File: config.mk
export PLATFORM = sky130hd
export DESIGN_NAME = ewah_bitmap_encoder
export DESIGN_NICKNAME = d
export VERILOG_FILES = /design/src/rtl/ewah_pkg.sv /design/src/rtl/ewah_front.sv /design/src/rtl/ewah_back.sv /design/src/rtl/ewah_bitmap_encoder.sv
export SDC_FILE = /design/constraint.sdc
export NUM_CORES = 2
export LEC_CHECK = 0
export BUFFER_PORTS_ARGS = -buffer_cell sky130_fd_sc_hd__buf_2
export CAP_MARGIN = 30
export CORE_MARGIN = 1
export CORE_UTILIZATION = 65
export CTS_CLUSTER_DIAMETER = 120
export DETAILED_ROUTE_END_ITERATION = 12
export PLACE_DENSITY = 0.83
export SYNTH_ARGS = -nofsm -noshare
export SYNTH_HDL_FRONTEND = slang
export SYNTH_SLANG_ARGS = --single-unit
File: constraint.sdc
create_clock -name clk_i -period 31.8 [get_ports clk_i]
set_input_delay 4.77 -clock clk_i [delete_from_list [all_inputs] [get_ports clk_i]]
set_output_delay 4.77 -clock clk_i [all_outputs]
set_load 0.1 [all_outputs]
File: src/rtl/ewah_pkg.sv
// Shared types and constants of the EWAH bitmap encoder.
package ewah_pkg;

  localparam int unsigned WordBits  = 64;
  localparam int unsigned MaxWrites = 6;

  typedef enum logic [1:0] {
    KIND_WORD = 2'd0,
    KIND_RUN  = 2'd1,
    KIND_SET  = 2'd2,
    KIND_NONE = 2'd3
  } kind_e;

  typedef enum logic [1:0] {
    STAT_OK     = 2'd0,
    STAT_FULL   = 2'd1,
    STAT_BEHIND = 2'd2
  } status_e;

  typedef enum logic [13:0] {
    ST_IDLE  = 14'b00000000000001,
    ST_AR0   = 14'b00000000000010,
    ST_AR1   = 14'b00000000000100,
    ST_AR2   = 14'b00000000001000,
    ST_AR3   = 14'b00000000010000,
    ST_L0    = 14'b00000000100000,
    ST_L1    = 14'b00000001000000,
    ST_L2    = 14'b00000010000000,
    ST_F0    = 14'b00000100000000,
    ST_F1    = 14'b00001000000000,
    ST_SB    = 14'b00010000000000,
    ST_SV    = 14'b00100000000000,
    ST_FIN   = 14'b01000000000000,
    ST_DRAIN = 14'b10000000000000
  } seq_e;

  // Classified request as it travels from front to back.
  typedef struct packed {
    kind_e                kind;
    logic [WordBits-1:0]  word;
    logic                 word_zero;
    logic                 word_ones;
    logic                 run_value;
    logic [31:0]          run_count;
    logic [31:0]          bit_index;
  } item_t;

endpackage

File: src/rtl/ewah_front.sv
// Front end: accepts requests, classifies them and queues them for the back end.
module ewah_front (
  input  logic              clk_i,
  input  logic              rst_ni,
  input  logic              push_i,
  output logic              full_o,
  input  logic [1:0]        kind_i,
  input  logic [63:0]       word_i,
  input  logic              run_value_i,
  input  logic [31:0]       run_count_i,
  input  logic [31:0]       bit_index_i,
  output ewah_pkg::item_t   item_o,
  output logic              item_valid_o,
  input  logic              item_pop_i
);
  import ewah_pkg::*;

  item_t      slot_q [2];
  logic       wp_q, rp_q;
  logic [1:0] cnt_q;
  item_t      in_item;
  logic       do_push, do_pop;

  always_comb begin
    in_item           = '0;
    in_item.kind      = kind_e'(kind_i);
    in_item.word      = word_i;
    in_item.word_zero = (word_i == '0);
    in_item.word_ones = &word_i;
    in_item.run_value = run_value_i;
    in_item.run_count = run_count_i;
    in_item.bit_index = bit_index_i;
  end

  assign full_o       = (cnt_q == 2'd2);
  assign item_valid_o = (cnt_q != 2'd0);
  assign item_o       = slot_q[rp_q];
  assign do_push      = push_i && !full_o;
  assign do_pop       = item_pop_i && item_valid_o;

  always_ff @(posedge clk_i) begin
    if (do_push) begin
      slot_q[wp_q] <= in_item;
    end
  end

  always_ff @(posedge clk_i or negedge rst_ni) begin
    if (!rst_ni) begin
      wp_q  <= 1'b0;
      rp_q  <= 1'b0;
      cnt_q <= 2'd0;
    end else begin
      if (do_push) wp_q <= ~wp_q;
      if (do_pop)  rp_q <= ~rp_q;
      cnt_q <= cnt_q + {1'b0, do_push} - {1'b0, do_pop};
    end
  end

endmodule

File: src/rtl/ewah_back.sv
// Back end: step sequencer that updates the encoder state and drains buffer writes.
module ewah_back #(
  parameter int unsigned BUFFER_WORDS       = 65536,
  parameter int unsigned RUN_LENGTH_BITS    = 32,
  parameter int unsigned LITERAL_COUNT_BITS = 31
) (
  input  logic              clk_i,
  input  logic              rst_ni,
  input  ewah_pkg::item_t   item_i,
  input  logic              item_valid_i,
  output logic              item_pop_o,
  output logic              empty_o,
  input  logic              pop_i,
  output logic              write_enable_o,
  output logic [15:0]       write_address_o,
  output logic [63:0]       write_data_o,
  output logic              last_o,
  output logic [2:0]        words_added_o,
  output logic [1:0]        status_o
);
  import ewah_pkg::*;

  localparam int unsigned FW  = $clog2(BUFFER_WORDS + 1);
  localparam int unsigned RLB = RUN_LENGTH_BITS;
  localparam int unsigned LCB = LITERAL_COUNT_BITS;
  localparam logic [FW-1:0]  BufWords = FW'(BUFFER_WORDS);
  localparam logic [31:0]    RunMax   = 32'((64'd1 << RLB) - 64'd1);
  localparam logic [LCB-1:0] LitMax   = {LCB{1'b1}};

  function automatic logic [63:0] make_marker(logic rb, logic [RLB-1:0] rl,
                                              logic [LCB-1:0] lc);
    logic [63:0] m;
    m = '0;
    m[0] = rb;
    m[RLB:1] = rl;
    m[RLB+LCB:RLB+1] = lc;
    return m;
  endfunction

  // Committed state.
  logic [FW-1:0]  c_ma_q, c_fill_q;
  logic           c_rb_q;
  logic [RLB-1:0] c_rl_q;
  logic [LCB-1:0] c_lc_q;
  logic [31:0]    c_bl_q;
  logic [63:0]    c_last_q;
  // Working state.
  logic [FW-1:0]  ma_q, ma_d, fill_q, fill_d;
  logic           rb_q, rb_d;
  logic [RLB-1:0] rl_q, rl_d;
  logic [LCB-1:0] lc_q, lc_d;
  logic [31:0]    bl_q, bl_d;
  logic [63:0]    last_q, last_d;
  // Step control.
  seq_e           state_q, state_d;
  logic [31:0]    num_q, num_d;
  logic           runv_q, runv_d;
  logic           plit_q, plit_d;
  logic [63:0]    litd_q, litd_d;
  logic           fail_q, fail_d;
  status_e        stat_q, stat_d;
  // Write log.
  logic [FW-1:0]  log_addr_q [MaxWrites];
  logic [63:0]    log_data_q [MaxWrites];
  logic [2:0]     log_n_q, log_n_d;
  logic [2:0]     n_q;
  logic [2:0]     drain_q;
  logic [2:0]     added_q;
  // Emit port.
  logic           em_v;
  logic [FW-1:0]  em_addr;
  logic [63:0]    em_data;
  logic           em_hit, log_we, fail_now, step_fail;
  logic [2:0]     hit_idx, log_widx;
  // Output stage.
  logic           out_v_q, load;
  logic           commit;

  // Kind decode helpers.
  logic [32:0]    bl_word_sum;
  logic [38:0]    bl_run_sum;
  logic [32:0]    idx_sum;
  logic [26:0]    gap;
  logic [63:0]    mask, setval;
  logic [31:0]    room, can, rlw, take;

  always_comb begin
    bl_word_sum = {1'b0, c_bl_q} + 33'd64;
    bl_run_sum  = {7'b0, c_bl_q} + {1'b0, item_i.run_count, 6'b0};
    idx_sum     = {1'b0, item_i.bit_index} + 33'd1;
    gap         = ({1'b0, item_i.bit_index[31:6]} + 27'd1)
                - 27'(({1'b0, c_bl_q} + 33'd63) >> 6);
    mask        = 64'd1 << item_i.bit_index[5:0];
    setval      = c_last_q | mask;
    rlw         = 32'(rl_q);
    room        = RunMax - rlw;
    can         = (num_q < room) ? num_q : room;
    take        = (num_q >= RunMax) ? RunMax : num_q;
  end

  // Sequencer: at most one buffer write per step.
  always_comb begin
    state_d = state_q;
    ma_d = ma_q; fill_d = fill_q; rb_d = rb_q; rl_d = rl_q; lc_d = lc_q;
    bl_d = bl_q; last_d = last_q;
    num_d = num_q; runv_d = runv_q; plit_d = plit_q; litd_d = litd_q;
    fail_d = fail_q; stat_d = stat_q;
    em_v = 1'b0; em_addr = '0; em_data = '0;
    fail_now = 1'b0;
    item_pop_o = 1'b0;
    commit = 1'b0;
    unique case (state_q)
      ST_IDLE: begin
        if (item_valid_i) begin
          item_pop_o = 1'b1;
          ma_d = c_ma_q; fill_d = c_fill_q; rb_d = c_rb_q; rl_d = c_rl_q;
          lc_d = c_lc_q; bl_d = c_bl_q; last_d = c_last_q;
          fail_d = 1'b0; stat_d = STAT_OK; plit_d = 1'b0;
          case (item_i.kind)
            KIND_WORD: begin
              bl_d = bl_word_sum[32] ? 32'hFFFF_FFFF : bl_word_sum[31:0];
              litd_d = item_i.word;
              if (item_i.word_zero || item_i.word_ones) begin
                runv_d  = item_i.word_ones;
                state_d = ST_F0;
              end else begin
                state_d = ST_L0;
              end
            end
            KIND_RUN: begin
              if (item_i.run_count == '0) begin
                state_d = ST_FIN;
              end else begin
                bl_d = (|bl_run_sum[38:32]) ? 32'hFFFF_FFFF : bl_run_sum[31:0];
                num_d = item_i.run_count;
                runv_d = item_i.run_value;
                state_d = ST_AR0;
              end
            end
            KIND_SET: begin
              if (item_i.bit_index < c_bl_q) begin
                stat_d = STAT_BEHIND;
                state_d = ST_FIN;
              end else begin
                bl_d = idx_sum[32] ? 32'hFFFF_FFFF : idx_sum[31:0];
                litd_d = mask;
                if (gap > 27'd1) begin
                  num_d = 32'(gap - 27'd1);
                  runv_d = 1'b0;
                  plit_d = 1'b1;
                  state_d = ST_AR0;
                end else if (gap == 27'd1) begin
                  state_d = ST_L0;
                end else if (c_lc_q == '0) begin
                  // Bit lands in the word already counted by the run.
                  if (c_rl_q != '0) rl_d = c_rl_q - RLB'(1);
                  state_d = ST_L0;
                end else if (setval != '1) begin
                  litd_d = setval;
                  last_d = setval;
                  state_d = ST_SV;
                end else begin
                  // Literal became all ones: drop it and add a ones run word.
                  fill_d = c_fill_q - FW'(1);
                  lc_d = c_lc_q - LCB'(1);
                  state_d = ST_SB;
                end
              end
            end
            default: state_d = ST_FIN;
          endcase
        end
      end
      ST_AR0: begin
        if (rb_q != runv_q && rl_q == '0 && lc_q == '0) begin
          rb_d = runv_q;
        end else if (lc_q != '0 || rb_q != runv_q) begin
          if (fill_q >= BufWords) fail_now = 1'b1;
          else begin em_v = 1'b1; em_addr = fill_q; end
          ma_d = fill_q; rl_d = '0; lc_d = '0; fill_d = fill_q + FW'(1);
          rb_d = runv_q;
        end
        state_d = ST_AR1;
      end
      ST_AR1: begin
        rl_d = RLB'(rlw + can);
        num_d = num_q - can;
        em_v = 1'b1; em_addr = ma_q;
        em_data = make_marker(rb_q, RLB'(rlw + can), lc_q);
        state_d = ST_AR2;
      end
      ST_AR2: begin
        if (num_q == '0) begin
          state_d = plit_q ? ST_L0 : ST_FIN;
        end else begin
          if (fill_q >= BufWords) fail_now = 1'b1;
          else begin em_v = 1'b1; em_addr = fill_q; end
          ma_d = fill_q; lc_d = '0; fill_d = fill_q + FW'(1);
          rb_d = runv_q;
          rl_d = RLB'(take);
          num_d = num_q - take;
          state_d = ST_AR3;
        end
      end
      ST_AR3: begin
        em_v = 1'b1; em_addr = ma_q; em_data = make_marker(rb_q, rl_q, lc_q);
        state_d = ST_AR2;
      end
      ST_L0: begin
        if (lc_q == LitMax) begin
          if (fill_q >= BufWords) fail_now = 1'b1;
          else begin em_v = 1'b1; em_addr = fill_q; end
          ma_d = fill_q; rb_d = 1'b0; rl_d = '0; fill_d = fill_q + FW'(1);
          lc_d = LCB'(1);
        end else begin
          lc_d = lc_q + LCB'(1);
        end
        state_d = ST_L1;
      end
      ST_L1: begin
        em_v = 1'b1; em_addr = ma_q; em_data = make_marker(rb_q, rl_q, lc_q);
        state_d = ST_L2;
      end
      ST_L2: begin
        if (fill_q >= BufWords) fail_now = 1'b1;
        else begin em_v = 1'b1; em_addr = fill_q; em_data = litd_q; end
        fill_d = fill_q + FW'(1);
        last_d = litd_q;
        state_d = ST_FIN;
      end
      ST_F0: begin
        if (lc_q == '0 && (rl_q == '0 || rb_q == runv_q) && rlw < RunMax) begin
          rb_d = runv_q;
          rl_d = rl_q + RLB'(1);
          em_v = 1'b1; em_addr = ma_q;
          em_data = make_marker(runv_q, rl_q + RLB'(1), lc_q);
          state_d = ST_FIN;
        end else begin
          if (fill_q >= BufWords) fail_now = 1'b1;
          else begin em_v = 1'b1; em_addr = fill_q; end
          ma_d = fill_q; lc_d = '0; fill_d = fill_q + FW'(1);
          rb_d = runv_q;
          rl_d = RLB'(1);
          state_d = ST_F1;
        end
      end
      ST_F1: begin
        em_v = 1'b1; em_addr = ma_q; em_data = make_marker(rb_q, rl_q, lc_q);
        state_d = ST_FIN;
      end
      ST_SB: begin
        em_v = 1'b1; em_addr = ma_q; em_data = make_marker(rb_q, rl_q, lc_q);
        runv_d = 1'b1;
        state_d = ST_F0;
      end
      ST_SV: begin
        em_v = 1'b1;
        em_addr = (fill_q != '0) ? fill_q - FW'(1) : '0;
        em_data = litd_q;
        state_d = ST_FIN;
      end
      ST_FIN: begin
        commit = !fail_q;
        if (fail_q) stat_d = STAT_FULL;
        state_d = ST_DRAIN;
      end
      ST_DRAIN: begin
        if (load && (n_q == '0 || drain_q == n_q - 3'd1)) state_d = ST_IDLE;
      end
      default: state_d = ST_IDLE;
    endcase
    step_fail = fail_now || (em_v && !em_hit && log_n_q == 3'(MaxWrites));
    if (step_fail) begin
      fail_d = 1'b1;
      state_d = ST_FIN;
    end
  end

  // Write log: a write to an address already logged replaces its data.
  always_comb begin
    em_hit = 1'b0;
    hit_idx = '0;
    for (int k = 0; k < MaxWrites; k++) begin
      if (3'(k) < log_n_q && log_addr_q[k] == em_addr && !em_hit) begin
        em_hit = 1'b1;
        hit_idx = 3'(k);
      end
    end
    log_we   = em_v && !step_fail;
    log_widx = em_hit ? hit_idx : log_n_q;
    log_n_d  = (state_q == ST_IDLE) ? '0
             : (log_we && !em_hit) ? log_n_q + 3'd1 : log_n_q;
  end

  always_ff @(posedge clk_i) begin
    if (log_we) begin
      log_addr_q[log_widx] <= em_addr;
      log_data_q[log_widx] <= em_data;
    end
    ma_q <= ma_d; fill_q <= fill_d; rb_q <= rb_d; rl_q <= rl_d; lc_q <= lc_d;
    bl_q <= bl_d; last_q <= last_d;
    num_q <= num_d; runv_q <= runv_d; plit_q <= plit_d; litd_q <= litd_d;
  end

  // Output stage: one result per cycle while the consumer keeps up.
  logic [FW+15:0] addr_ext;
  assign load     = (state_q == ST_DRAIN) && (!out_v_q || pop_i);
  assign addr_ext = {16'b0, log_addr_q[drain_q]};
  assign empty_o  = !out_v_q;

  always_ff @(posedge clk_i) begin
    if (load) begin
      if (n_q == '0) begin
        write_enable_o  <= 1'b0;
        write_address_o <= '0;
        write_data_o    <= '0;
        last_o          <= 1'b1;
        words_added_o   <= added_q;
      end else begin
        write_enable_o  <= 1'b1;
        write_address_o <= addr_ext[15:0];
        write_data_o    <= log_data_q[drain_q];
        last_o          <= (drain_q == n_q - 3'd1);
        words_added_o   <= (drain_q == n_q - 3'd1) ? added_q : '0;
      end
      status_o <= stat_q;
    end
  end

  always_ff @(posedge clk_i or negedge rst_ni) begin
    if (!rst_ni) begin
      state_q  <= ST_IDLE;
      fail_q   <= 1'b0;
      stat_q   <= STAT_OK;
      log_n_q  <= '0;
      n_q      <= '0;
      drain_q  <= '0;
      added_q  <= '0;
      out_v_q  <= 1'b0;
      c_ma_q   <= '0;
      c_fill_q <= FW'(1);
      c_rb_q   <= 1'b0;
      c_rl_q   <= '0;
      c_lc_q   <= '0;
      c_bl_q   <= '0;
      c_last_q <= '0;
    end else begin
      state_q <= state_d;
      fail_q  <= fail_d;
      stat_q  <= stat_d;
      log_n_q <= log_n_d;
      if (state_q == ST_FIN) begin
        n_q     <= fail_q ? '0 : log_n_q;
        drain_q <= '0;
        added_q <= (!fail_q && fill_q > c_fill_q) ? 3'(fill_q - c_fill_q) : '0;
      end else if (load) begin
        drain_q <= drain_q + 3'd1;
      end
      if (load)       out_v_q <= 1'b1;
      else if (pop_i) out_v_q <= 1'b0;
      if (commit) begin
        c_ma_q <= ma_q; c_fill_q <= fill_q; c_rb_q <= rb_q; c_rl_q <= rl_q;
        c_lc_q <= lc_q; c_bl_q <= bl_q; c_last_q <= last_q;
      end
    end
  end

endmodule

File: src/rtl/ewah_bitmap_encoder.sv
// Top level of the EWAH bitmap encoder: front queue plus step sequencer.
// The single shared step sequencer in the back end takes one request at a time and
//   finishes its steps and results before the next; a held result stalls it.
// The front queue holds two requests, so input keeps flowing while results wait.
// Reset clears the bitmap to empty: marker at word 0, fill count 1, bit length 0.
module ewah_bitmap_encoder #(
  parameter int unsigned BUFFER_WORDS       = 65536,
  parameter int unsigned RUN_LENGTH_BITS    = 32,
  parameter int unsigned LITERAL_COUNT_BITS = 31
) (
  input  logic        clk_i,
  input  logic        rst_ni,
  // Request side.
  input  logic        push,
  output logic        full,
  input  logic [1:0]  kind_i,
  input  logic [63:0] word_i,
  input  logic        run_value_i,
  input  logic [31:0] run_count_i,
  input  logic [31:0] bit_index_i,
  // Result side.
  output logic        empty,
  input  logic        pop,
  output logic        write_enable_o,
  output logic [15:0] write_address_o,
  output logic [63:0] write_data_o,
  output logic        last_o,
  output logic [2:0]  words_added_o,
  output logic [1:0]  status_o
);
  import ewah_pkg::*;

  item_t item;
  logic  item_valid, item_pop;

  // Classify and queue each request.
  ewah_front u_front (
    .clk_i        (clk_i),
    .rst_ni       (rst_ni),
    .push_i       (push),
    .full_o       (full),
    .kind_i       (kind_i),
    .word_i       (word_i),
    .run_value_i  (run_value_i),
    .run_count_i  (run_count_i),
    .bit_index_i  (bit_index_i),
    .item_o       (item),
    .item_valid_o (item_valid),
    .item_pop_i   (item_pop)
  );

  // Advance the encoder state one step per cycle, hold writes until the request
  // completes, then drop them on overflow or drain them in first-write order.
  ewah_back #(
    .BUFFER_WORDS       (BUFFER_WORDS),
    .RUN_LENGTH_BITS    (RUN_LENGTH_BITS),
    .LITERAL_COUNT_BITS (LITERAL_COUNT_BITS)
  ) u_back (
    .clk_i           (clk_i),
    .rst_ni          (rst_ni),
    .item_i          (item),
    .item_valid_i    (item_valid),
    .item_pop_o      (item_pop),
    .empty_o         (empty),
    .pop_i           (pop),
    .write_enable_o  (write_enable_o),
    .write_address_o (write_address_o),
    .write_data_o    (write_data_o),
    .last_o          (last_o),
    .words_added_o   (words_added_o),
    .status_o        (status_o)
  );

endmodule

; ---- After elaboration in Yosys (flattened, before gate mapping)
; Memories as Yosys holds them, arrays and structs flattened. A register that Yosys moved wholly into a read port is not among the register bits.
; Cells that the tools add are included.
[word_totals]
ramBits = 752
output_inout_bits = 89
in_bits = 135
elab_cells = 378
reg_bits = 527
memories = 3
[classes]
eq_ne = 47
mux = 167
addsub = 24
n_bitwise = 4
n_reduce_logical = 86
n_lt_le_gt_ge = 13
shift = 1
[memory_table]
columns = name, depth, width, rd, rd_clocked_by_memory_dff, write_ports, line
row1 = u_back.log_data_q, 6, 64, 1, 1, 1, ewah_back.sv:64  ; logic [63:0] log_data_q [MaxWrites];
row2 = u_front.slot_q, 2, 133, 1, 0, 1, ewah_front.sv:18  ; item_t slot_q [2];
row3 = u_back.log_addr_q, 6, 17, 7, 1, 1, ewah_back.sv:63  ; logic [FW-1:0] log_addr_q [MaxWrites];
[ops]
columns = cell, count
row1 = $mux 64, 14
row2 = $mux 32, 24
row3 = $mux 17, 25
row4 = $mux 31, 12
row5 = $pmux 64 s5, 1
row6 = $pmux 64 s2, 2
row7 = $pmux 32 s3, 2
row8 = $pmux 32 s6, 1
row9 = $pmux 31 s5, 1
row10 = $pmux 14 s11, 1
row11 = $pmux 17 s7, 1
row12 = $mux 14, 8
row13 = $eq 17x17->1, 6
row14 = $pmux 17 s6, 1
row15 = $logic_not 32->1, 3
row16 = $pmux 17 s5, 1
row17 = $logic_not 64->1, 1
row18 = $lt 32x32->1, 2
row19 = $ne 64x64->1 const B, 1
row20 = $or 64x64->64, 1
row21 = $pmux 32 s2, 1
row22 = $reduce_and 64->1, 1
row23 = $shl 1x6->64 const A, 1
row24 = $sub 32x32->32, 2
row25 = other kinds (94), 229

; ---- Depth between registers and ports, before layout
[depth]
ltp_word = 33
ltp_mapped = 33
mapped_depth_nobuf = 31

; ---- By module
; Synthesis repeated with hierarchy kept, for this count alone.
[hier_totals]
cells_unflattened = 6338
area_unflattened_um2 = 75338.5
[by_module_without_submodules]
columns = module, seq_area_each_um2, area_each_um2, cells_each, n_inst
row1 = ewah_back, 32543.7, 65037.4, 5864, 1
row2 = ewah_front, 8087.8, 10301.1, 474, 1

; ---- Worst setup path after synthesis
; Ideal clock, no wire load.
[synth_timing]
path_type = input -> register
from = input push
to = memory u_front.slot_q[0][0] (netlist bit), enable pin
t_arrival_ps = 10384
stages = 2
slack_ps = 20790
n_path_buf = 0
setup_ps = 627
t_required_ps = 31173
cell_sequence = nand2_1 nor2_1
[synth_between]
elab_chain_cells = 3
[synth_rtl]
columns = item, line
row1 = "start, declared", ewah_bitmap_encoder.sv:14  ; input logic push,
row2 = $logic_and 1x1->1, ewah_front.sv:38  ; assign do_push = push_i && !full_o;
row3 = $mux 1, ewah_front.sv:42  ; if (do_push) begin
row4 = $mux 1 (implied by the code), ewah_front.sv:43  ; slot_q[wp_q] <= in_item;
row5 = "end, declared", ewah_front.sv:18
; No other way between the ends.

; ---- Worst setup path after layout
[layout_timing]
from = register u_back.c_bl_q[6]
to = register u_back.lc_q[29] (data pin)
[layout_between]
elab_chain_cells = 9
word_cells_on_any_way = 11
classes_between = 2 x add/sub / 2 x order compare / 1 x eq/ne / 6 x mux
[layout_rtl]
columns = item, line
row1 = "start, declared", ewah_back.sv:45  ; logic [31:0] c_bl_q;
row2 = "start signal, assigned", ewah_back.sv:363  ; c_lc_q <= lc_q; c_bl_q <= bl_q; c_last_q <= last_q;
row3 = "parallel branches: the longest is 5 deep, another holds $add 32x6->33", --
row4 = $mux 31 *, ewah_back.sv:141  ; if (item_i.bit_index < c_bl_q) begin
row5 = $mux 31 *, ewah_back.sv:119  ; case (item_i.kind)
row6 = $mux 31 *, ewah_back.sv:114  ; if (item_valid_i) begin
row7 = $pmux 31 s5 *, ewah_back.sv:112  ; unique case (state_q)
row8 = net u_back.lc_d[29], ewah_back.sv:51  ; logic [LCB-1:0] lc_q, lc_d;
row9 = "end signal, assigned", ewah_back.sv:300  ; ma_q <= ma_d; fill_q <= fill_d; rb_q <= rb_d; rl_q <= rl_d; lc_q <= lc_d;
row10 = "end, declared", ewah_back.sv:51
; Mark *: on every way through the listed nets, which the timed path passes. The select of a mux whose other input is x is not followed.
; A chain may end at the register's enable or synchronous reset.

==> qor.yml <==
worstMarginPinSlew_ns: 1.147
post_cts_buffers: 0
final_cell_mix: "edfxtp_1 (1,163), nand2_1 (948), nor2_1 (444), a21oi_1 (385), o21ai_0 (280)"
hold_start: "u_back.last_q[14]"
cts_hold_buf: 0
clk_latency_ns: 0.79
synth.largest_area_cell: "edfxtp_1"
p_per_area_nw_per_um2: 111.6
ios: 224
syn_area_per_cell_um2: 11.18
reg2reg_slack_ns: 22.67
dpl.hpwl_um: 156400
crit_top_cell: "nand3_1"
synth_edf_count: 1163
die_h_um: 339.4
worst_ep_arrival_time_ns: 9.62
drv_cap: 0
grt_max_degree: 162
drive_gt1_frac: 0.1118
place_congestion: 1.024
slew_headroom: 0.2356
drc_errors: 0
regToRegEndpoint: "u_back.lc_q[29]"
synthArstFlopShare: 0.1639
period_share: 0.2872
core_area_um2: 112700
hold_path_end: "u_back.c_last_q[14]"
first_pass_iters: 8
port_buffers: 223
synth_ff_type: "edfxtp_1"
final_common_cell: "edfxtp_1"
h-tree-depth: 4
setup_viol: 0
leakagePower_nw: 29.87
drv_slew: 0
hold_violations: 0
antenna_found_initial: 9
reg2regPathDepth: 24
slowest_delay_ns: 0.96
via_count: 57480
synthTopCellsByArea: "edfxtp_1 (47%), dfrtp_1 (7.6%), nand2_1 (4.8%), ha_1 (4.2%), xnor2_1 (3.1%)"
rsz0062_at_grt: "false"
status: "complete, no violations"
setup_ws_ns: 22.67
dieArea_um2: 115200
irDropWorstVdd_v: 0.0001652
fin_crit_ns: 9.132
ys_ff_latch: 1391
rows: 123
grt_pass1_wl_um: 342200
numClockSinks: 1391
path_buf_inv: 2
clockBufferDepth: 3
yosys.area.top_type_share: 0.4719
path_clk_slew_ns: 0.07
vias_per_cell: 6.892
cp_top_family: "simple AND/OR/NAND/NOR gates"
fmax_mhz: 109.5
cts-buffers-inserted: 140
drtIter0Drc: 7484
syn-num-nets: 7005
cts_tree: "done"
crit_chain: "inv_1 -> nor3_1 -> nand3_1 -> nor4_1 -> and3_1 -> nand3_1 -> nor3_1 -> nand3_1 -> xnor2_1 -> ha_1 -> ha_1 -> inv_1 -> nor3_1 -> a31oi_1 -> a21boi_0 -> o311ai_0 -> or2_2 -> nor4_1 -> nand4_1 -> nor3_2 -> nand3_1 -> nor4_1 -> xnor2_1 -> o22ai_1"
die_x_um: 339.4
critPathRequiredTime_ns: 32.29
hp-class: "flop to flop"
wirelength_um: 229900
critPathLaunchType: "flop"
overflow: 0
place_ws_ns: 22.99
clock_skew_ns: 0.05589
worstReg2RegStart: "u_back.c_bl_q[6]"
endpoint_kind: "flop"
fill_cells: 7648
hold_slack_ns: 0.4471
grt_pass1_vias: 55040
cts_root_buf: "clkbuf_16"
ys_types: 111
seq_area_frac_synth: 0.5490
grt_usage: 0.3938
wl_per_cell_um: 27.56
ant_nets: 0
cts_resized: 0
crit_slowest_cell: "nor3_2"
start_util: 0.6570
setup_tns_ns: 0
hold_depth: 2
yosys_warnings: 0
nNetsFinal: 7105
syn_inst: 6617
cp_max_fo: 14
crit_type: "flop to flop"
synth_area_um2: 74010
area_delta_synth_final_pct: 9.924
==> per-stage QoR <==
step	total power, W	instances	utilization	cell area (µm²)
6_report	0.009078	8341	0.7222	81350
5_1_grt	0.009499	8336	0.7220	81340
4_1_cts	0.008935	8334	0.7217	81310
3_5_place_dp	0.007211	8073	0.6798	76580
3_3_place_gp	0.007092	8061	0.6785	76430
2_1_floorplan	0.005958	6617	-	74010
==> worst max-delay path by stage <==
stage	slack, ns	from	depth (start not counted)	end
finish	22.67	u_back.c_bl_q[6]	24	u_back.lc_q[29]
CTS	22.90	u_back.c_bl_q[6]	24	u_back.lc_q[29]
global placement	23.27	u_back.c_bl_q[6]	24	u_back.lc_q[30]
detailed placement	22.99	u_back.c_bl_q[6]	24	u_back.lc_q[29]
global route	22.20	u_back.c_bl_q[6]	24	u_back.lc_q[29]
floorplan	20.79	push	2	u_front.slot_q[0][0]
==> area by class of cell <==
type                       instances  area (µm²)  area share
multi-input combinational       4693       31480      0.3870
clock buffer                     190        3841     0.04722
timing repair buffer             323        1973     0.02425
sequential                      1391       40650      0.4996
inverter                         168       630.6    0.007751
antenna                            5       12.51   0.0001538
clock inverter                    71       888.4     0.01092
tap                             1500        1877     0.02307
==> flip-flops by register name, indices dropped and copies added, names as in the netlist, 14 cells and up <==
register and flops:
u_back.log_data_q 384, u_front.slot_q 266, u_back.log_addr_q 134, u_back.c_last_q 64, u_back.last_q 64, u_back.litd_q 64, u_back.write_data_o 64, u_back.bl_q 32
u_back.c_bl_q 32, u_back.c_rl_q 32, u_back.num_q 32, u_back.rl_q 32, u_back.c_lc_q 31, u_back.lc_q 31, u_back.c_fill_q 17, u_back.c_ma_q 17
u_back.fill_q 17, u_back.ma_q 17, u_back.write_address_o 16, u_back.state_q 14
==> report_power, final <==
group / internal, W / leakage, nW / switching, W / total (W)
sequential: 0.00261 / 13.4 / 0.000524 / 0.00313
clock: 0.000947 / 2.28 / 0.000753 / 0.00170
combinational: 0.00155 / 14.2 / 0.00269 / 0.00424
==> kinds of logic after synthesis <==
logic type	after synthesis	synth area share
DFF	1391	0.5490
xor gates and xnor gates	392	0.04639
and+or+nand+nor	2324	0.1491
adders and majority gates	253	0.04328
muxes	317	0.05968
buffers and inverters	533	0.02833
AOI/OAI and AO/OA	1407	0.1242
==> worst min-delay path: cells and delay by family (launching register included) <==
kind,cells,cell delay (ns)
DFF,1,0.32
and+or+nand+nor,2,0.10
==> Yosys cell counts (11+ instances only) <==
cell	instances
a21oi_1	387
mux2i_1	187
and2_1	38
o21ai_1	16
nand2_1	948
nor4_1	102
o22ai_1	75
xnor2_1	265
dfrtp_1	226
or2_2	16
a22o_1	31
a31oi_1	37
edfxtp_1	1163
xor2_1	127
o31ai_1	18
o21ai_0	281
nand3_1	181
and4_1	17
o21a_1	36
a21boi_0	11
o21bai_1	11
nand2b_1	41
ha_1	248
mux4_2	96
and3_1	66
or3_1	42
buf_1	44
a32oi_1	14
or4_1	21
inv_1	165
a21o_1	74
a211oi_1	174
o211ai_1	40
a22oi_1	25
nor3_1	111
nor2_1	451
nor2b_1	93
a41oi_1	11
nor3b_1	11
mux2_2	34
a221o_1	34
nand4_1	121
clkbuf_1	286
buf_2	26
==> per-layer routing <==
metal	wire, µm	vias up	track usage
met5	49	-	0
met4	11000	8	0.1739
met3	27430	644	0.09509
met2	104900	3992	0.6091
met1	86530	27890	0.5326
li1	-	24960	-
Power figures use the tool's default switching activity.
